File: config.mk
export PLATFORM = sky130hd
export DESIGN_NAME = linear_probe_hash_table
export DESIGN_NICKNAME = d
export VERILOG_FILES = /design/src/hw/rtl/lpht_pkg.sv /design/src/hw/rtl/linear_probe_hash_table.sv
export SDC_FILE = /design/constraint.sdc
export NUM_CORES = 1
export LEC_CHECK = 0
export ABC_AREA = 1
export BUFFER_PORTS_ARGS = -buffer_cell sky130_fd_sc_hd__buf_2
export CORE_MARGIN = 1
export CORE_UTILIZATION = 50
export DETAILED_ROUTE_END_ITERATION = 16
export GPL_ROUTABILITY_DRIVEN = 0
export GPL_TIMING_DRIVEN = 0
export HOLD_SLACK_MARGIN = 0.12
export MAX_ROUTING_LAYER = met4
export PLACE_DENSITY = 0.66
export SYNTH_ARGS = -nofsm -noshare
export SYNTH_HDL_FRONTEND = slang
export SYNTH_SLANG_ARGS = --single-unit
File: constraint.sdc
create_clock -name clk -period 5.4 [get_ports clk]
set_input_delay 1.08 -clock clk [delete_from_list [all_inputs] [get_ports clk]]
set_output_delay 1.08 -clock clk [all_outputs]
set_load 0.02 [all_outputs]
File: src/hw/rtl/lpht_pkg.sv
// lpht_pkg: shared constants and types for the linear probe hash table
// no dependencies; imported by linear_probe_hash_table
`default_nettype none

package lpht_pkg;

	localparam int TABLE_SLOTS = 16;
	localparam int SLOT_W      = $clog2(TABLE_SLOTS);
	localparam int KEY_W       = 31;
	localparam int IDX_W       = 4;
	localparam logic [SLOT_W-1:0] LAST_SLOT = SLOT_W'(TABLE_SLOTS - 1);

	typedef enum logic {
		CMD_INSERT = 1'b0,
		CMD_SEARCH = 1'b1
	} cmd_t;

	typedef enum logic [1:0] {
		ST_INSERTED  = 2'd0,
		ST_FULL      = 2'd1,
		ST_FOUND     = 2'd2,
		ST_NOT_FOUND = 2'd3
	} status_t;

	typedef enum logic [1:0] {
		S_IDLE,
		S_PROBE,
		S_DONE
	} state_t;

endpackage

`default_nettype wire

File: src/hw/rtl/linear_probe_hash_table.sv
// linear_probe_hash_table: open-addressed hash table with linear probing
// depends on lpht_pkg (constants, command, status and state types)
`default_nettype none

// One item is an insert or a search of a 31-bit key. The home slot is the
// key modulo TABLE_SLOTS (16, so the low key bits). A small sequencer walks
// the slots from the home slot, wrapping, one slot per clock through a
// single key comparator and a single read port on the key store. The item
// is taken in S_IDLE, then 1 to TABLE_SLOTS slots are probed (one per
// slot visited), then the result sits in the output register until taken;
// a full lap (16 probes) is the worst case. in_ready is high only while no
// item is in flight. The valid bits clear at reset, so the table starts
// empty with no clearing pass; key entries are only compared while valid.
// Inserts store duplicates again; a full table leaves the table unchanged
// and returns table full with slot_index zero, as does not found.
module linear_probe_hash_table
	import lpht_pkg::*;
(
	input  wire logic             clk,
	input  wire logic             arst_n,
	input  wire logic             in_valid,
	output logic                  in_ready,
	input  wire logic             cmd,
	input  wire logic [KEY_W-1:0] key,
	output logic                  out_valid,
	input  wire logic             out_ready,
	output logic [1:0]            status,
	output logic [IDX_W-1:0]      slot_index
);

	// sequencer state
	state_t              state_q, state_d;
	cmd_t                cmd_q;
	logic [KEY_W-1:0]    key_q;
	logic [SLOT_W-1:0]   ptr_q;     // slot being probed
	logic [SLOT_W-1:0]   cnt_q;     // probes done so far in this lap
	status_t             status_q;
	logic [IDX_W-1:0]    idx_q;

	// table storage: keys without reset, valid bits cleared at reset
	logic [KEY_W-1:0]    slot_keys [TABLE_SLOTS];
	logic [TABLE_SLOTS-1:0] slot_valid_q;

	// key store read port, fetched at the edge that moves the pointer
	logic [SLOT_W-1:0]   rd_addr;
	logic [KEY_W-1:0]    rd_key_q;

	// control from the sequencer
	logic                take_in;
	logic                wr_en;
	logic                res_en;
	status_t             res_status;
	logic                advance;

	// probe datapath: one read, one compare
	logic                cur_valid;
	logic                cur_match;
	logic [SLOT_W-1:0]   ptr_next;
	logic [SLOT_W-1:0]   home_slot;

	assign cur_valid = slot_valid_q[ptr_q];
	assign cur_match = (rd_key_q == key_q);
	assign ptr_next  = (ptr_q == LAST_SLOT) ? '0 : ptr_q + 1'b1;
	assign home_slot = SLOT_W'(key % TABLE_SLOTS);

	// address the pointer takes at the next edge, so the key register
	// always holds the entry under ptr_q while probing
	assign rd_addr   = take_in ? home_slot : (advance ? ptr_next : ptr_q);

	// next state and control
	always_comb begin
		state_d    = state_q;
		take_in    = 1'b0;
		wr_en      = 1'b0;
		res_en     = 1'b0;
		res_status = ST_NOT_FOUND;
		advance    = 1'b0;
		in_ready   = 1'b0;
		out_valid  = 1'b0;
		case (state_q)
			S_IDLE: begin
				in_ready = 1'b1;
				if (in_valid) begin
					take_in = 1'b1;
					state_d = S_PROBE;
				end
			end
			S_PROBE: begin
				if (cmd_q == CMD_INSERT) begin
					if (!cur_valid) begin
						// empty slot: claim it
						wr_en      = 1'b1;
						res_en     = 1'b1;
						res_status = ST_INSERTED;
					end else if (cnt_q == LAST_SLOT) begin
						// whole lap without an empty slot
						res_en     = 1'b1;
						res_status = ST_FULL;
					end else begin
						advance = 1'b1;
					end
				end else begin
					if (!cur_valid) begin
						// empty slot ends the chain
						res_en     = 1'b1;
						res_status = ST_NOT_FOUND;
					end else if (cur_match) begin
						res_en     = 1'b1;
						res_status = ST_FOUND;
					end else if (cnt_q == LAST_SLOT) begin
						res_en     = 1'b1;
						res_status = ST_NOT_FOUND;
					end else begin
						advance = 1'b1;
					end
				end
				if (res_en) begin
					state_d = S_DONE;
				end
			end
			S_DONE: begin
				out_valid = 1'b1;
				if (out_ready) begin
					state_d = S_IDLE;
				end
			end
			default: begin
				state_d = S_IDLE;
			end
		endcase
	end

	// state register
	always_ff @(posedge clk or negedge arst_n) begin
		if (!arst_n) begin
			state_q <= S_IDLE;
		end else begin
			state_q <= state_d;
		end
	end

	// valid bits
	always_ff @(posedge clk or negedge arst_n) begin
		if (!arst_n) begin
			slot_valid_q <= '0;
		end else if (wr_en) begin
			slot_valid_q[ptr_q] <= 1'b1;
		end
	end

	// key store, one write port and one registered read port
	always_ff @(posedge clk) begin
		if (wr_en) begin
			slot_keys[ptr_q] <= key_q;
		end
		rd_key_q <= slot_keys[rd_addr];
	end

	// item registers, probe pointer and lap counter
	always_ff @(posedge clk) begin
		if (take_in) begin
			cmd_q <= cmd_t'(cmd);
			key_q <= key;
			ptr_q <= home_slot;
			cnt_q <= '0;
		end else if (advance) begin
			ptr_q <= ptr_next;
			cnt_q <= cnt_q + 1'b1;
		end
	end

	// result register; index is zero unless a slot was written or matched
	always_ff @(posedge clk) begin
		if (res_en) begin
			status_q <= res_status;
			if (res_status == ST_INSERTED || res_status == ST_FOUND) begin
				idx_q <= IDX_W'(ptr_q);
			end else begin
				idx_q <= '0;
			end
		end
	end

	assign status     = status_q;
	assign slot_index = idx_q;

endmodule

`default_nettype wire
* Word-level counts from Yosys, hierarchy flattened
Memory sizes are Yosys's and may differ from the RTL's. A register that Yosys moved wholly into a read port is not among the register bits. Cells that the tools add are included.
Word-level totals: input bits 36, memories 1, bits in registers 64, memory bits (writable) 496, logic and storage cells 67
Operators by class: $add $sub $neg 2, equality and inequality tests 9, bitwise operators 1, multiplexer cells 39, order comparisons 2, reductions and logical operators 5
Memory list:
- slot_keys | words 16, width 31, rd ports 1, clocked after memory_dff 1, write ports 1, line linear_probe_hash_table.sv:41 | logic [KEY_W-1:0] slot_keys [TABLE_SLOTS];
Operators by type and width (number):
- $eq 31x31->1 | 1
- $mux 1 | 26
- $or 16x16->16 | 1
- $mux 2 | 7
- $mux 4 | 3
- $add 4x1->4 const B | 2
- $eq 4x4->1 const B | 2
- $ne 2x2->1 const B | 3
- $pmux 2 s3 | 1
- $lt 4x5->1 const B | 1
- $bmux 1 s4 | 1
- $demux 1 s4 | 1
- $eq 2x2->1 const B | 2
- $ge 4x1->1 const B | 1
- $logic_not 2->1 | 2
- $reduce_and 3->1 | 1
- $eq 2x1->1 const B | 1
- $logic_and 1x1->1 | 1
- $logic_or 1x1->1 | 1

* Logic depth before layout (Yosys ltp)
word-level depth 8, gate-level depth with buffers 21

* Worst setup path before layout
Ideal clock, no wire load.
kind register to register, start point register ptr_q[0], end point memory slot_keys[0][0], enable pin, period minus slack after synthesis 3.034 ns, data arrival time 2.615 ns, path buffers 1, stages on the path, launching flop included 12, setup time 0.419 ns, slack 2.366 ns, cells stage by stage dfxtp_1 -> buf_4 -> nand2_1 -> nand3_1 -> nand2_1 -> nand2_1 -> nand2_1 -> nor2_2 -> nand2_1 -> inv_1 -> nand2_1 -> nor2_1
On the way: word-level cells in the longest chain between the ends 7
Ends and longest elaborated chain:
- start: declaration | line linear_probe_hash_table.sv:35 | logic [SLOT_W-1:0] ptr_q;
- start signal: assignment | line linear_probe_hash_table.sv:164 | ptr_q <= home_slot;
- start signal: assignment | line linear_probe_hash_table.sv:167 | ptr_q <= ptr_next;
- $bmux 1 s4 | line linear_probe_hash_table.sv:61 | assign cur_valid = slot_valid_q[ptr_q];
- $mux 1 (not written as such) | line linear_probe_hash_table.sv:61
- $mux 1 | line linear_probe_hash_table.sv:90 | if (!cur_valid) begin
- $mux 1 | line linear_probe_hash_table.sv:89 | if (cmd_q == CMD_INSERT) begin
- $mux 1 | line linear_probe_hash_table.sv:80 | case (state_q)
- $mux 1 | line linear_probe_hash_table.sv:153 | if (wr_en) begin
- $mux 1 (not written as such) | line linear_probe_hash_table.sv:154 | slot_keys[ptr_q] <= key_q;
- end: declaration | line linear_probe_hash_table.sv:41
Several ways; a longest one is shown, not always the timed one. The select of a mux whose other input is x is not followed.

* Worst setup path after layout
start point register key_q[10], end point register rd_key_q[17] (read register of slot_keys)
On the way: word-level cells in the longest chain between the ends 7
Ends and longest elaborated chain:
- start: declaration | line linear_probe_hash_table.sv:34 | logic [KEY_W-1:0] key_q;
- start signal: assignment | line linear_probe_hash_table.sv:163 | key_q <= key;
- $eq 31x31->1 | line linear_probe_hash_table.sv:62 | assign cur_match = (rd_key_q == key_q);
- $mux 1 | line linear_probe_hash_table.sv:107 | end else if (cur_match) begin
- $mux 1 | line linear_probe_hash_table.sv:103 | if (!cur_valid) begin
- $mux 1 | line linear_probe_hash_table.sv:89
- $mux 1 | line linear_probe_hash_table.sv:80
- $mux 4 (2 in a row)
- end: declaration | line linear_probe_hash_table.sv:46 | logic [KEY_W-1:0] rd_key_q;
No other way between the ends. A chain may end at the register's enable or synchronous reset.

==> summary.txt <==
Outcome
  • Status: finished, final reports clean

Timing
  • Worst Max-Slew Pin Slew: 1.18 ns
  • Clock Skews: 0.0140 ns
  • Final period util: 81.7%
  • RSZ-0062 raised after global routing: false
  • Worst slew margin: 21.1%
  • Fin Setup TNS: 0 ns
  • Hold Slack: 0.376 ns
  • Min Clock Period, post-route: 4.41 ns
  • Final setup fails: 0
  • Fmax: 227 MHz
  • Slew Limit Fails: 0
  • Final hold violations: 0

Synthesis
  • Sequential-to-total area share from yosys stat: 67.3%
  • Synth unique cells: 29
  • Synth Instances: 2,409
  • #FFs+latches synth: 591
  • Cell Area, Synth: 25,700 µm²
  • Ys Warns: 0
  • Avg Cell Area, Syn: 10.7 µm²
  • Net count after synthesis: 2,450

Placed design
  • PortBufs: 43
  • Post-DP HPWL: 50,700 µm
  • Placed instance count: 3,140

Setup path
  • Startpoint Class: flip-flop
  • Max FO, Critical Path: 18
  • Critical path start-end classification: reg2reg
  • Worst reg2reg path depth: 18
  • Crit-path slowest cell: edfxtp_1
  • CP arrival: 4.91 ns
  • Slowest stage delay, CP: 0.97 ns
  • Req. time, crit path: 5.90 ns
  • Worst-path cell chain: inv_1 -> nand2_1 -> nand2_1 -> inv_1 -> nand2_1 -> nor2_1 -> nand2_1 -> nor2_1 -> nand2_1 -> nand3_2 -> inv_2 -> o21ai_1 -> nand2_1 -> nand2_2 -> buf_1 -> nand3_1 -> nand3_1 -> nand2_1
  • Most used cell, CP: nand2_1
  • Critical Path End Type: flip-flop

Pwr
  • Reg power frac: 35.5%
  • Leak: 12.1 nW
  • PD cells: 578 nW/µm²
  • Switching fraction of total power: 41.8%
  • Psw: 0.00704 W
  • Cell Int Power: 0.00978 W
  • Overall power: 0.0168 W
  • Maximum VDD drop: 0.000346 V
  • Combinational power share: 40.2%
  • Clk network pwr share: 24.3%

Clock network
  • CTS Hold Bufs: 0
  • Htree depth: 2
  • CTS tree: done
  • Clock sink count: 591
  • Clock latency at the later pin of the worst-skew pair: 0.63 ns
  • CTS Buffer Depth: 3
  • Post CTS Setup Buffer Count: 0
  • Post-CTS Resized: 0
  • Num CTS Buffers: 58
  • Reg clk slew, reported paths: 0.06 ns
  • CTS root buffer: clkbuf_16

Die
  • Initial Util: 50.9%
  • Die width: 229 µm
  • Die H: 229 µm
  • Area of the core: 50,400 µm²
  • Rows: 82
  • Die ar.: 52,200 µm²
  • I/O pins: 44

Route
  • Average vias per placed instance: 5.61
  • Drt drc: 0
  • DR iter-0 viols: 2,695
  • Met2 wire len: 35,300 µm
  • Met1 wire length: 29,900 µm
  • Metal3 WL: 8340 µm
  • Drt wl/cell: 23.7 µm
  • DR pass1 iterations: 6
  • Final ANT Viol Nets: 0
  • Routed WL: 77,100 µm
  • Total number of vias: 18,200
  • Max Used Layer: met4

Global route
  • Largest net degree at the start of global routing: 36
  • Number of global-route vias before repair: 17,500
  • First-pass GRT wire length: 113,000 µm
  • Total gr overflow: 0
  • All-layer global routing usage: 30.5%
  • Initial antenna violation count: 0

Final layout
  • Layout area overhead: 13.4%
  • Layout cells sized above 1: 10.6%
  • Post-route insts no fill: 3,250
  • Most frequent cells in the layout: nand3_1 (571), edfxtp_1 (534), inv_1 (472)
  • Nets: 2,569
  • Most common cell after layout, fill and taps aside: nand3_1
  • # fillers: 4,106

Run
  • Max Cap Viol: 0

Worst hold path
  • Hold WC Path Type: in2async
-- power groups by stage --
| stage | clock network (W) | registers, W | logic (W) |
|---|---|---|---|
| after floorplan | 0 | 0.00588 | 0.00399 |
| after global placement | 0 | 0.00603 | 0.00637 |
| after detailed placement | 0 | 0.00604 | 0.00654 |
| after CTS | 0.00411 | 0.00595 | 0.00658 |
| after global routing | 0.00428 | 0.00600 | 0.00716 |
| final | 0.00408 | 0.00597 | 0.00677 |
-- worst max-delay path: cells and delay by family, from the launching register on --
| kind | cells | cell delay (ns) |
|---|---|---|
| AND/OR/NAND/NOR | 13 | 2.02 |
| flip-flops | 1 | 0.97 |
| AO/OA/AOI/OAI | 1 | 0.19 |
| buffers and inverters | 4 | 1.06 |
-- cells by family (layout without fill, tap and decap cells) --
logic type	Yosys count	after routing	share of synthesized area [%]
AND/OR/NAND/NOR	1173	1173	22.0
other	0	1	0
XOR/XNOR	5	5	0.171
buffers and inverters	608	776	9.79
flip-flops	591	591	67.3
adder cells (fa/ha/maj)	5	5	0.244
AO/OA/AOI/OAI	27	27	0.546
-- sequential cells by signal, summed over array words and instances, names as in the netlist --
| name | cells |
|---|---|
| slot_keys | 496 |
| key_q | 31 |
| rd_key_q | 31 |
| slot_valid_q | 16 |
| cnt_q | 4 |
| ptr_q | 4 |
| slot_index | 4 |
| state_q | 2 |
| status | 2 |
| cmd_q | 1 |
-- cells in the mapped netlist (all sizes together) --
cell type,count,share of area [%]
nor2,46,0.69
o22ai,1,0.024
inv,478,7.0
clkbuf,33,0.48
or2,3,0.073
nand2,421,6.2
o21ai,21,0.41
nand3b,124,3.6
ha,5,0.24
dfxtp,39,3.0
dfrtp,18,1.8
nand4,5,0.12
xnor2,5,0.17
a21oi,4,0.078
nand3,573,11
o2111ai,1,0.034
nor3,1,0.019
buf,97,2.3
edfxtp,534,62
-- cell type report --
type / instances / area [µm²] / area share [%]
tap: 672 / 841 / 2.89
clock buffer: 77 / 1600 / 5.51
buffer: 130 / 718 / 2.47
timing repair buffer: 59 / 581 / 1.99
antenna: 1 / 2.50 / 0.00859
clock inverter: 32 / 303 / 1.04
multi-input combinational: 1210 / 6010 / 20.6
inverter: 478 / 1790 / 6.16
sequential: 591 / 17300 / 59.3
-- path summary, 6_finish.rpt --
kind,from,to,slack (ns)
min in group clk,slot_valid_q[2],slot_valid_q[2],0.46
worst min register to register,slot_valid_q[2],slot_valid_q[2],0.46
worst min-delay path,arst_n,slot_valid_q[14],0.38
worst max-delay path,key_q[10],rd_key_q[17],0.99
max in group asynchronous,arst_n,slot_valid_q[9],4.73
worst max register to register,key_q[10],rd_key_q[17],0.99
-- metrics by stage --
stage / setup slack (ns) / area [µm²] / util, %
4_1_cts: 1.19 / 29100 / 57.8
5_1_grt: 0.963 / 29100 / 57.8
6_report: 0.991 / 29100 / 57.8
3_5_place_dp: 1.21 / 27200 / 54.0
3_3_place_gp: 0.0798 / 26700 / 53.0
2_1_floorplan: 2.37 / 25700 / -
-- metal layers --
metal / vias to the layer above / track usage (%)
li1: 8217 / -
met1: 8730 / 39.9
met2: 1110 / 46.6
met4: 0 / 14.0
met3: 187 / 5.38
met5: - / -
No activity file was read; power rests on OpenSTA's default activity.
